### src/hw/rtl/i2cmbt_pkg.sv
// ----------------------------------------------------------------------------
// I2C master byte transactions: shared types and constants
// Bus phase codes, operation codes, byte index codes and the per-tick result.
// ----------------------------------------------------------------------------
package i2cmbt_pkg;

  typedef enum logic [13:0] {
    PH_IDLE    = 14'b00000000000001,
    PH_START_A = 14'b00000000000010,
    PH_START_B = 14'b00000000000100,
    PH_WB_LO   = 14'b00000000001000,
    PH_WB_HI   = 14'b00000000010000,
    PH_WA_LO   = 14'b00000000100000,
    PH_WA_HI   = 14'b00000001000000,
    PH_RB_LO   = 14'b00000010000000,
    PH_RB_HI   = 14'b00000100000000,
    PH_MA_LO   = 14'b00001000000000,
    PH_MA_HI   = 14'b00010000000000,
    PH_STOP_A  = 14'b00100000000000,
    PH_STOP_B  = 14'b01000000000000,
    PH_STOP_C  = 14'b10000000000000
  } phase_t;

  localparam logic       OP_WRITE      = 1'b0;
  localparam logic       OP_READ       = 1'b1;

  localparam logic [1:0] BYTE_ADDR     = 2'd0;
  localparam logic [1:0] BYTE_FIRST    = 2'd1;
  localparam logic [1:0] BYTE_SECOND   = 2'd2;

  localparam logic [3:0] BITS_PER_BYTE = 4'd8;

  typedef struct packed {
    logic        scl;
    logic        sda_out;
    logic        sda_drive;
    logic        busy_res;
    logic        done_res;
    logic [15:0] read_word;
    logic        addr_nack;
    logic        data_nack;
  } res_t;

endpackage

### src/hw/rtl/i2cmbt_core.sv
// ----------------------------------------------------------------------------
// I2C master byte transactions: bus sequencer
// Phase state machine, bit and byte counters, and per-tick bus levels.
// ----------------------------------------------------------------------------
module i2cmbt_core
  import i2cmbt_pkg::*;
(
  input  logic       clk,
  input  logic       rst,
  input  logic       step,
  input  logic [7:0] phase_ticks,
  input  logic       cmd_valid,
  input  logic       opcode,
  input  logic [6:0] slave_addr,
  input  logic [7:0] write_data,
  input  logic       sda_in,
  output res_t       res
);

  phase_t      phase;
  logic [3:0]  bit_index;
  logic [7:0]  shift_byte;
  logic [7:0]  held_data;
  logic        held_op;
  logic [1:0]  byte_index;
  logic [15:0] read_accum;
  logic [7:0]  tick_count;
  logic [1:0]  nack_flags;

  phase_t      phase_next;
  logic [3:0]  bit_index_next;
  logic [7:0]  shift_byte_next;
  logic [7:0]  held_data_next;
  logic        held_op_next;
  logic [1:0]  byte_index_next;
  logic [15:0] read_accum_next;
  logic [7:0]  tick_count_next;
  logic [1:0]  nack_flags_next;

  phase_t      ph;
  logic [3:0]  bx;
  logic [3:0]  bx_inc;
  logic [7:0]  sb;
  logic [1:0]  bi;
  logic [15:0] ra;
  logic [7:0]  tc;
  logic [1:0]  nf;
  logic        active;
  logic        bit_lvl;
  logic        ackbit;
  logic [8:0]  ticks;
  logic        last;

  always_comb begin
    ph              = phase;
    bx              = bit_index;
    sb              = shift_byte;
    bi              = byte_index;
    ra              = read_accum;
    tc              = tick_count;
    nf              = nack_flags;
    held_op_next    = held_op;
    held_data_next  = held_data;

    case (phase)
      PH_START_A, PH_START_B, PH_WB_LO, PH_WB_HI, PH_WA_LO, PH_WA_HI,
      PH_RB_LO, PH_RB_HI, PH_MA_LO, PH_MA_HI, PH_STOP_A, PH_STOP_B,
      PH_STOP_C: active = 1'b1;
      default:   active = 1'b0;
    endcase

    if (!active) begin
      ph = PH_IDLE;
      if (cmd_valid) begin
        held_op_next   = opcode;
        held_data_next = write_data;
        sb             = {slave_addr, opcode};
        bi             = BYTE_ADDR;
        bx             = 4'd0;
        ra             = 16'd0;
        nf             = 2'd0;
        tc             = 8'd0;
        ph             = PH_START_A;
      end
    end

    bit_lvl = sb[7];
    ackbit  = (bi == BYTE_FIRST) ? 1'b0 : 1'b1;
    bx_inc  = bx + 4'd1;
    ticks   = (phase_ticks == 8'd0) ? 9'd1 : {1'b0, phase_ticks};
    last    = ({1'b0, tc} + 9'd1) >= ticks;

    phase_next      = ph;
    bit_index_next  = bx;
    shift_byte_next = sb;
    byte_index_next = bi;
    read_accum_next = ra;
    tick_count_next = tc;
    nack_flags_next = nf;

    res           = '0;
    res.scl       = 1'b1;
    res.sda_out   = 1'b1;
    res.sda_drive = 1'b1;

    if (ph != PH_IDLE) begin
      res.busy_res = 1'b1;
      case (ph)
        PH_START_A: begin res.scl = 1'b1; res.sda_out = 1'b1;    res.sda_drive = 1'b1; end
        PH_START_B: begin res.scl = 1'b1; res.sda_out = 1'b0;    res.sda_drive = 1'b1; end
        PH_WB_LO:   begin res.scl = 1'b0; res.sda_out = bit_lvl; res.sda_drive = 1'b1; end
        PH_WB_HI:   begin res.scl = 1'b1; res.sda_out = bit_lvl; res.sda_drive = 1'b1; end
        PH_WA_LO, PH_RB_LO: begin
          res.scl = 1'b0; res.sda_out = 1'b1; res.sda_drive = 1'b0;
        end
        PH_WA_HI, PH_RB_HI: begin
          res.scl = 1'b1; res.sda_out = 1'b1; res.sda_drive = 1'b0;
        end
        PH_MA_LO:   begin res.scl = 1'b0; res.sda_out = ackbit;  res.sda_drive = 1'b1; end
        PH_MA_HI:   begin res.scl = 1'b1; res.sda_out = ackbit;  res.sda_drive = 1'b1; end
        PH_STOP_A:  begin res.scl = 1'b0; res.sda_out = 1'b0;    res.sda_drive = 1'b1; end
        PH_STOP_B:  begin res.scl = 1'b1; res.sda_out = 1'b0;    res.sda_drive = 1'b1; end
        default:    begin res.scl = 1'b1; res.sda_out = 1'b1;    res.sda_drive = 1'b1; end
      endcase

      if (!last) begin
        tick_count_next = tc + 8'd1;
      end else begin
        tick_count_next = 8'd0;
        case (ph)
          PH_START_A: phase_next = PH_START_B;
          PH_START_B: begin
            bit_index_next = 4'd0;
            phase_next     = PH_WB_LO;
          end
          PH_WB_LO: phase_next = PH_WB_HI;
          PH_WB_HI: begin
            shift_byte_next = {sb[6:0], 1'b0};
            bit_index_next  = bx_inc;
            phase_next      = (bx_inc >= BITS_PER_BYTE) ? PH_WA_LO : PH_WB_LO;
          end
          PH_WA_LO: phase_next = PH_WA_HI;
          PH_WA_HI: begin
            if (bi == BYTE_ADDR) begin
              nack_flags_next = nf | {1'b0, sda_in};
              byte_index_next = BYTE_FIRST;
              bit_index_next  = 4'd0;
              if (held_op_next == OP_READ) begin
                phase_next = PH_RB_LO;
              end else begin
                shift_byte_next = held_data_next;
                phase_next      = PH_WB_LO;
              end
            end else begin
              nack_flags_next = nf | {sda_in, 1'b0};
              phase_next      = PH_STOP_A;
            end
          end
          PH_RB_LO: phase_next = PH_RB_HI;
          PH_RB_HI: begin
            read_accum_next = {ra[14:0], sda_in};
            bit_index_next  = bx_inc;
            phase_next      = (bx_inc >= BITS_PER_BYTE) ? PH_MA_LO : PH_RB_LO;
          end
          PH_MA_LO: phase_next = PH_MA_HI;
          PH_MA_HI: begin
            if (bi == BYTE_FIRST) begin
              byte_index_next = BYTE_SECOND;
              bit_index_next  = 4'd0;
              phase_next      = PH_RB_LO;
            end else begin
              phase_next = PH_STOP_A;
            end
          end
          PH_STOP_A: phase_next = PH_STOP_B;
          PH_STOP_B: phase_next = PH_STOP_C;
          default: begin
            phase_next    = PH_IDLE;
            res.done_res  = 1'b1;
            res.addr_nack = nf[0];
            if (held_op_next == OP_READ) begin
              res.read_word = ra;
            end else begin
              res.data_nack = nf[1];
            end
          end
        endcase
      end
    end
  end

  always_ff @(posedge clk) begin
    if (rst) begin
      phase      <= PH_IDLE;
      bit_index  <= 4'd0;
      shift_byte <= 8'd0;
      held_data  <= 8'd0;
      held_op    <= 1'b0;
      byte_index <= BYTE_ADDR;
      read_accum <= 16'd0;
      tick_count <= 8'd0;
      nack_flags <= 2'd0;
    end else if (step) begin
      phase      <= phase_next;
      bit_index  <= bit_index_next;
      shift_byte <= shift_byte_next;
      held_data  <= held_data_next;
      held_op    <= held_op_next;
      byte_index <= byte_index_next;
      read_accum <= read_accum_next;
      tick_count <= tick_count_next;
      nack_flags <= nack_flags_next;
    end
  end

endmodule

### src/hw/rtl/i2c_master_byte_transactions.sv
// ----------------------------------------------------------------------------
// I2C master byte transactions: top level
// Bus tick input channel, phase length register, registered result channel.
// ----------------------------------------------------------------------------
// Each input transaction is one bus tick and yields exactly one result in the
// next cycle, so the block takes one transaction per clock cycle; the only
// hold-off is out_stall on a full result register, which passes straight back
// to in_stall. A write of phase_ticks applies from the next accepted tick.
// The phase_ticks register sets the length of every bus phase of a transaction.
module i2c_master_byte_transactions
  import i2cmbt_pkg::*;
(
  input  logic        clk,
  input  logic        rst,
  input  logic        cfg_valid,
  output logic        cfg_ready,
  input  logic [7:0]  cfg_data,
  input  logic        in_valid,
  output logic        in_stall,
  input  logic        cmd_valid,
  input  logic        opcode,
  input  logic [6:0]  slave_addr,
  input  logic [7:0]  write_data,
  input  logic        sda_in,
  output logic        out_valid,
  input  logic        out_stall,
  output logic        scl,
  output logic        sda_out,
  output logic        sda_drive,
  output logic        busy_res,
  output logic        done_res,
  output logic [15:0] read_word,
  output logic        addr_nack,
  output logic        data_nack
);

  logic [7:0] phase_ticks;
  logic       accept;
  res_t       res;
  res_t       res_q;

  assign cfg_ready = 1'b1;
  assign in_stall  = out_valid & out_stall;
  assign accept    = in_valid & ~in_stall;

  always_ff @(posedge clk) begin
    if (rst) begin
      phase_ticks <= 8'd1;
    end else if (cfg_valid && cfg_ready) begin
      phase_ticks <= cfg_data;
    end
  end

  i2cmbt_core u_core (
    .clk         (clk),
    .rst         (rst),
    .step        (accept),
    .phase_ticks (phase_ticks),
    .cmd_valid   (cmd_valid),
    .opcode      (opcode),
    .slave_addr  (slave_addr),
    .write_data  (write_data),
    .sda_in      (sda_in),
    .res         (res)
  );

  always_ff @(posedge clk) begin
    if (rst) begin
      out_valid <= 1'b0;
    end else if (accept) begin
      out_valid <= 1'b1;
    end else if (!out_stall) begin
      out_valid <= 1'b0;
    end
  end

  always_ff @(posedge clk) begin
    if (accept) begin
      res_q <= res;
    end
  end

  assign scl       = res_q.scl;
  assign sda_out   = res_q.sda_out;
  assign sda_drive = res_q.sda_drive;
  assign busy_res  = res_q.busy_res;
  assign done_res  = res_q.done_res;
  assign read_word = res_q.read_word;
  assign addr_nack = res_q.addr_nack;
  assign data_nack = res_q.data_nack;

  a_accept_fills: assert property (@(posedge clk) disable iff (rst)
    accept |=> out_valid)
    else $error("result register not loaded after accept");

  a_idle_bus: assert property (@(posedge clk) disable iff (rst)
    out_valid && !busy_res |-> scl && sda_drive && sda_out && !done_res)
    else $error("idle tick does not hold the bus released high");

  a_release_high: assert property (@(posedge clk) disable iff (rst)
    out_valid && !sda_drive |-> sda_out && busy_res)
    else $error("released SDA reported low or outside a transaction");

  a_flags_on_done: assert property (@(posedge clk) disable iff (rst)
    out_valid && (read_word != 16'd0 || addr_nack || data_nack) |-> done_res)
    else $error("read word or nack flag outside the done tick");

endmodule
### config.mk
export PLATFORM = sky130hd
export DESIGN_NAME = i2c_master_byte_transactions
export DESIGN_NICKNAME = d
export VERILOG_FILES = /design/src/hw/rtl/i2cmbt_pkg.sv /design/src/hw/rtl/i2cmbt_core.sv /design/src/hw/rtl/i2c_master_byte_transactions.sv
export SDC_FILE = /design/constraint.sdc
export NUM_CORES = 1
export LEC_CHECK = 0
export BUFFER_PORTS_ARGS = -buffer_cell sky130_fd_sc_hd__buf_4
export CORE_UTILIZATION = 30
export DETAILED_ROUTE_END_ITERATION = 7
export PLACE_DENSITY = 0.5
export SYNTH_ARGS = -nofsm -noshare
export SYNTH_HDL_FRONTEND = slang
export SYNTH_HIERARCHICAL = 1
export SYNTH_SLANG_ARGS = --single-unit
### constraint.sdc
create_clock -name clk -period 5.1 [get_ports clk]
set_input_delay 0.51 -clock clk [delete_from_list [all_inputs] [get_ports clk]]
set_output_delay 0.51 -clock clk [all_outputs]
set_load 0.05 [all_outputs]
==> metrics, run 1 <==
outcome=complete, no violations; die height=between 100 and 150 um; vias in the first global route=3,963; Synth area leaders=dfxtp_1, edfxtp_1, nand3_1, nand2_1, a22o_1; CP Class=reg -> reg; largest net degree at the start of global routing=62; crit path capture type=register; Antenna Nets Post-Route=0; Routability Congestion=0.839; Area after DPL=between 5000 and 6000 um2; CTS root buffer=clkbuf_16; Mapped Nets=between 500 and 600; most frequently used flop master after synthesis=dfxtp_1; Vias/cell=about 5.2; max-cap violations=0; Synth Warn #=6; Tcrit/Tclk final=around nine tenths; non-filler instance count after layout=804; clock-pin transition on the worst setup and hold timing paths=around 0.070 ns; Max IR drop VDD=157 uV; area grow syn2layout=17.6%; max-slew violation count=0; DRC violations left=0; min cycle time layout=4.55 ns; CP max FO=16; initial drt markers=roughly 270; final count of hold timing violations=0; share of layout cells above drive strength 1=16.2%; Multi-input gate area=about 2600 um2; Worst-Margin Slew=0.802 ns; Setup TNS=0 ns; # setup viols final=0; DR WL/cell=15.8 um; max_slew headroom=46.1%; TritonCTS clock tree=done; TritonCTS Sinks=95; Remaining Overflow, GRT=0; htree depth=3; worst setup skew after layout=between 0.01 and 0.015 ns; Post-DP HPWL=between 8000 and 9000 um; first drt pass iteration count=5; Die ar.=between 15,000 and 20,000 um2; WL final=roughly 13,000 um; Hold-fix buffers, CTS=0; hold depth=2; FF+latch count, synth=95; PortBufs=55; WP data required=roughly 5.2 ns; worst r2r src=u_core/phase[6]$_SDFFE_PP0P_; placed cell count=a little under 800; Clock Latency Late Sink=between 0.3 and 0.4 ns; origin of the worst min-delay path=cfg_data[0]; Mean Syn Cell Area=just over 9 um2; first-pass GRT wire length=20,700 um; Lkg Pwr=between 2 and 2.5 nW; worst min path class=in -> reg; met1 usage=a little over a fifth; Post-Syn Area=4990 um2; Hold Path End=phase_ticks[0]$_SDFFE_PP1P_; # diodes=0; async set-reset flop share out of synthesis=0%; r2r worst-path depth=14; share of the synthesized area in the top cell type=28.9%; Core Rows=46; core area=16,100 um2; unrepaired setup endpoints after global routing=no; worst endpoint data arrival time=about 4.7 ns; Top Ports=57; startpoint type of the worst setup path=register; sequential area share after synthesis=between 40% and 50%; Final Power=~1.8 mW; Yosys cell types=73; initial core utilization=31.1%; Post-CTS Resized=0; Max clock buf depth=2; grt met2 use=between 20% and 30%; Reg2Reg Capture Point=read_word[1]$_DFFE_PP_; highest clock rate=approximately 0.22 GHz; Fillers=approximately 1,600; Die Span X=~130 um; routed vias=4,211; CTS buffer count=9; global-route usage over all layers=15.7%; Finished Cell Area=5860 um2; NumNets Final=~620; total setup buffers inserted after CTS=0; initial antenna violation count=0; Post-synth EDFFs=23; met3 usage=~3.9%; Gate Count Post-Synth=approximately 550; power density cells=slightly above 300 nW/um2; Seq. cell area=~2100 um2; Yosys top cell by area=dfxtp_1; worst reg-to-reg setup slack=approximately 0.55 ns; GRT busiest layer=met2
==> where the power goes <==
group / internal (mW) / total (mW) / switching, mW
Combinational: 0.0793 / 0.230 / 0.151
Clock: 0.407 / 0.728 / 0.321
Sequential: 0.794 / 0.813 / 0.0188
==> through the flow <==
step	setup WS [ns]	util, %	hold slack, ns
2_1_floorplan	1.01	-	0.436
3_3_place_gp	0.730	34.5	0.447
3_5_place_dp	0.617	34.5	0.455
4_1_cts	0.554	36.5	0.350
5_1_grt	0.241	36.5	0.365
6_report	0.549	36.5	0.361
==> registers in the layout, indices dropped and copies added, names as in the netlist <==
register	count
u_core/held_data	8
sda_out	1
u_core/shift_byte	8
u_core/bit_index	4
sda_drive	1
scl	1
u_core/read_accum	16
done_res	1
u_core/phase	14
out_valid	1
u_core/nack_flags	2
addr_nack	1
busy_res	1
u_core/tick_count	8
u_core/byte_index	2
data_nack	1
phase_ticks	8
u_core/held_op	1
read_word	16
==> placed cells by master, fill, tap and decap left out, drive strengths merged, types with 3 or more instances in the layout <==
cell type / instances
xor2: 4
and3: 5
nand3b: 3
a22o: 20
o2111ai: 3
inv: 24
o21ai: 21
nor2: 32
mux2i: 17
nand3: 42
dfxtp: 72
o2bb2ai: 3
xnor2: 8
a31oi: 6
nor3b: 22
clkbuf: 10
nand2b: 6
nand4: 9
a21o: 3
edfxtp: 23
and2: 19
nor2b: 7
o31ai: 5
nand2: 54
nor4: 3
buf: 63
or4: 4
o22ai: 5
nor3: 12
ha: 9
or3: 6
a21oi: 29
==> cell families (layout without fill, tap and decap cells) <==
logic type	after synthesis	count (layout)	share of synthesized area, %
AOI/OAI and AO/OA	120	120	18.3
xor gates and xnor gates	12	12	2.11
adders and majority gates	9	9	2.26
buffers and inverters	59	99	5.50
DFF	95	95	42.8
muxes	18	18	3.64
other	1	1	0.0752
and+or+nand+nor	234	234	25.3
==> how the worst max path moves through the flow <==
| stage | startpoint | end | slack [ns] | cells after the start |
|---|---|---|---|---|
| 2_1_floorplan | u_core/phase[2]$_SDFFE_PP0P_ | read_word[10]$_DFFE_PP_ | 1.01 | 19 |
| 3_3_place_gp | u_core/phase[6]$_SDFFE_PP0P_ | read_word[5]$_DFFE_PP_ | 0.73 | 14 |
| 3_5_place_dp | u_core/phase[6]$_SDFFE_PP0P_ | read_word[6]$_DFFE_PP_ | 0.62 | 14 |
| 4_1_cts | u_core/phase[6]$_SDFFE_PP0P_ | read_word[6]$_DFFE_PP_ | 0.55 | 14 |
| 5_1_grt | u_core/phase[6]$_SDFFE_PP0P_ | u_core/read_accum[12]$_SDFFE_PP0P_ | 0.24 | 14 |
| 6_report | u_core/phase[6]$_SDFFE_PP0P_ | read_word[1]$_DFFE_PP_ | 0.55 | 14 |
==> layout make-up <==
class,instances,area share [%]
Inverter,20,1.28
Clock buffer,10,4.08
Tap cell,216,4.61
Clock inverter,6,1.39
Sequential cell,95,36.4
Multi-Input combinational cell,394,44.2
Timing Repair Buffer,63,8.06
==> worst max-delay path, stage by stage (launching register included) <==
cell and delay (ns):
dfxtp_1 0.44, or2_2 0.34, or4_1 0.56, o32ai_4 0.53
or3_1 0.39, nand2_1 0.12, inv_1 0.08, ha_1 0.24
a21oi_1 0.14, o21ai_0 0.09, a31oi_1 0.27, nor2_1 0.18
a22o_1 0.36, and3_1 0.34, and2_1 0.23
==> per-layer routing <==
metal	share of wire (%)	up-vias	wire, um
met4	1.2	0	150
met2	47	96	5950
li1	-	2077	-
met5	0	-	0
met1	48	2025	6070
met3	4.5	13	570
==> Yosys cell counts (6+ instances only) <==
cell type / n
buf_2: 9
nor2_1: 31
xnor2_1: 8
or3_1: 6
a22o_1: 20
clkbuf_1: 20
nand2_1: 53
nor2b_1: 6
edfxtp_1: 23
ha_1: 9
a21oi_1: 29
o21ai_0: 16
dfxtp_1: 72
inv_1: 20
nand3_1: 42
nor3b_1: 22
nand2b_1: 6
nor3_1: 10
mux2i_1: 17
nand4_1: 9
and2_1: 19
(Power assumes the default switching activity.)
==> run 2, diff against run 1 <==
--- a/config.mk
+++ b/config.mk
@@ -5,10 +5,12 @@
 export SDC_FILE = /design/constraint.sdc
 export NUM_CORES = 1
 export LEC_CHECK = 0
+export ABC_AREA = 1
 export BUFFER_PORTS_ARGS = -buffer_cell sky130_fd_sc_hd__buf_4
 export CORE_UTILIZATION = 30
+export CTS_CLUSTER_DIAMETER = 80
 export DETAILED_ROUTE_END_ITERATION = 7
-export PLACE_DENSITY = 0.5
+export PLACE_DENSITY = 0.49
 export SYNTH_ARGS = -nofsm -noshare
 export SYNTH_HDL_FRONTEND = slang
 export SYNTH_HIERARCHICAL = 1
==> run 2 against run 1 <==
Net effect: maximum frequency increased by 5.4%; non-clock buffer count decreased by 3; register-to-register slack improved by 0.23 ns; cell count increased by 51%; synthesized cell count increased by 67%; largest power group unchanged.
==> metrics, run 2 <==
Area after DPL=6660 um2 (+20%); Mapped Nets=955 (+62%); # setup viols final=0 (unchanged); TritonCTS clock tree=done; global-route usage over all layers=15.5% (-0.20 points); worst setup skew after layout=0.00637 ns (-0.00671 ns); vias in the first global route=5,163 (+30%); CP Class=reg -> reg; initial antenna violation count=0 (unchanged); Routability Congestion=0.888 (+5.9%); Synth Warn #=6 (unchanged); Switch Pwr=620 uW (+26%); htree depth=3 (unchanged); Mean Syn Cell Area=6.77 um2 (-26%); Vias/cell=4.72 (-9.9%); Slowest-stage cell, CP=inv_1; WL final=16,100 um (+26%); Hold WS=0.369 ns (+0.00731 ns); final count of hold timing violations=0 (unchanged); CTS buffer count=9 (unchanged); Reg2Reg Capture Point=u_core/phase[7]$_SDFFE_PP0P_; share of layout cells above drive strength 1=17.3% (+1.1 points); Multi-input gate area=3350 um2 (+29%); PortBufs=55 (unchanged); Top Ports=57 (unchanged); Worst path depth=26 (+12); Synth area leaders=dfxtp_1, nand2_1, edfxtp_1, nand3_1, inv_1; critical path buffer and inverter count=2 (+1); Core Rows=52 (+13%); Post-Syn Area=6190 um2 (+24%); WP data required=5.37 ns (+0.16 ns); power density cells=280 nW/um2 (-7.4%); r2r worst-path depth=26 (+12); Seq. cell area=2130 um2 (unchanged); Tcrit/Tclk final=84.7% (-4.5 points); placed cell count=1,197 (+52%); worst min path class=in -> reg; min cycle time layout=4.32 ns (-0.232 ns); max-cap violations=0 (unchanged); most common cell in the netlist=nand2_1; commonest non-fill, non-tap cell in the layout=nand2_1; Post-DP HPWL=10,700 um (+21%); Yosys cell types=46 (-37%); outcome=complete, no violations; FF+latch count, synth=95 (unchanged); clock-pin transition on the worst setup and hold timing paths=0.07 ns (about the same); DR WL/cell=13.3 um (-16%); Max IR drop VDD=154 uV (-2.2%); async set-reset flop share out of synthesis=0% (unchanged); total setup buffers inserted after CTS=0 (unchanged); Hold-fix buffers, CTS=0 (unchanged); most frequent cells in the layout=nand2_1, inv_1, nand3_1, dfxtp_1, nor2_1; initial core utilization=30.6% (-0.45 points); CP delay by family, top=simple AND/OR/NAND/NOR gates; worst reg-to-reg setup slack=0.78 ns (+0.23 ns); Gate Count Post-Synth=915 (+67%); Worst-Margin Slew=0.963 ns (+0.161 ns); DP Worst Slack=0.849 ns (+0.232 ns); share of the synthesized area in the top cell type=23.3% (-5.6 points); max-slew violation count=0 (unchanged); most frequent CP cell=nand2_1; routed vias=5,726 (+36%); TritonCTS Sinks=95 (unchanged); max_slew headroom=35.7% (-10 points); most frequently used flop master after synthesis=dfxtp_1; first drt pass iteration count=7 (+2); worst setup path end=u_core/phase[7]$_SDFFE_PP0P_; Post-synth top cells=nand2_1, inv_1, nand3_1; worst endpoint data arrival time=4.59 ns (-0.07 ns); Die ar.=21,200 um2 (+24%); Setup TNS=0 ns (unchanged); Post-synth EDFFs=23 (unchanged); non-filler instance count after layout=1,213 (+51%); # diodes=0 (unchanged); delay of the slowest critical-path stage=0.53 ns (-0.03 ns); initial drt markers=380 (+40%); Final Power=1.95 mW (+10%); Finished Cell Area=6970 um2 (+19%); sequential area share after synthesis=34.4% (-8.3 points); Fillers=2,177 (+32%); Die Span X=146 um (+11%); Antenna Nets Post-Route=0 (unchanged); die height=146 um (+11%); CP max FO=30 (+14); Post-CTS Resized=0 (unchanged); Remaining Overflow, GRT=0 (unchanged); core area=20,200 um2 (+26%); area grow syn2layout=12.6%; highest clock rate=0.232 GHz (+5.4%); CP Launch Point=u_core/phase[4]$_SDFFE_PP0P_; Clock Latency Late Sink=0.35 ns (about the same); worst r2r src=u_core/phase[4]$_SDFFE_PP0P_; CTS root buffer=clkbuf_16; startpoint type of the worst setup path=register; Comb pwr share=21.4% (+8.4 points); largest net degree at the start of global routing=74 (+19%); Post-Route Utilization=34.4% (-2.1 points); crit path capture type=register; Worst Slack Setup Final=0.781 ns (+0.232 ns); hold depth=3 (+1); Max clock buf depth=2 (unchanged); Lkg Pwr=2.94 nW (+28%); first-pass GRT wire length=26,500 um (+28%); DRC violations left=0 (unchanged); internal power=1.33 mW (+3.9%); unrepaired setup endpoints after global routing=no; sw frac=31.8% (+4.1 points); NumNets Final=978 (+57%); Yosys top cell by area=dfxtp_1; sequential share of power=42.5% (-3.4 points); Clock Power Share=36.2% (-4.9 points)
[run 2: how the worst min path moves through the flow]
stage                                                 from  slack [ns]                                to
final                                          cfg_data[0]        0.37       phase_ticks[0]$_SDFFE_PP1P_
after global routing                           cfg_data[0]        0.39       phase_ticks[0]$_SDFFE_PP1P_
after floorplan                phase_ticks[0]$_SDFFE_PP1P_        0.43       phase_ticks[0]$_SDFFE_PP1P_
after CTS                                      cfg_data[0]        0.36       phase_ticks[0]$_SDFFE_PP1P_
after detailed placement  u_core/held_data[0]$_SDFFE_PP0P_        0.45  u_core/held_data[0]$_SDFFE_PP0P_
after global placement         phase_ticks[0]$_SDFFE_PP1P_        0.45       phase_ticks[0]$_SDFFE_PP1P_
[run 2: kinds of logic (layout without fill, tap and decap cells)]
logic type	Yosys count	in the layout	share of synthesized area, %
AOI/OAI and AO/OA	172	172	15.9
and+or+nand+nor	482	482	35.6
xor gates and xnor gates	4	4	0.566
buffers and inverters	152	180	11.6
adders and majority gates	9	9	1.82
other	1	1	0.0606
DFF	95	95	34.4
[run 2: final cells by class]
cell class / instances / area share (%)
multi-input cells: 668 / 48.1
inverters: 104 / 5.60
repair buffers: 60 / 6.46
clock inverters: 4 / 0.736
clock buffers: 12 / 3.70
well taps: 270 / 4.85
flip-flops and latches: 95 / 30.6
[run 2: worst reg2reg max path, cell delays in order, from the launching register on]
cell	delay (ns)
dfxtp_1	0.48
nand2_1	0.11
nor2_2	0.20
nand2_1	0.09
nand2_1	0.09
nand2_2	0.09
nand2_2	0.09
nor2_4	0.05
nand3_4	0.11
inv_2	0.09
nor2_1	0.25
nand3_1	0.13
xor2_1	0.18
ha_1	0.31
nand2_1	0.06
nor2_1	0.04
nor2_1	0.08
o211ai_1	0.09
nand3_1	0.07
nand2_1	0.05
a211oi_1	0.34
nand2_4	0.32
inv_1	0.54
nand2_1	0.12
nand2_1	0.10
nand2_1	0.05
a21oi_1	0.13
[run 2: per-layer routing]
| metal | routed length [um] | vias to the layer above | share of wire, % | GRT usage (%) |
|---|---|---|---|---|
| li1 | - | 3031 | - | - |
| met1 | 7950 | 2561 | 49 | 21.5 |
| met2 | 7290 | 120 | 45 | 25.0 |
| met3 | 591 | 14 | 3.7 | 2.48 |
| met4 | 245 | 0 | 1.5 | 4.21 |
| met5 | 0 | - | 0 | 0 |
[run 2: power groups by stage]
stage	logic, mW	clock network (mW)	registers [mW]
5_1_grt	0.464	0.758	0.833
4_1_cts	0.419	0.736	0.828
3_3_place_gp	0.418	0	0.846
6_report	0.417	0.705	0.828
3_5_place_dp	0.417	0	0.846
2_1_floorplan	0.323	0	0.872
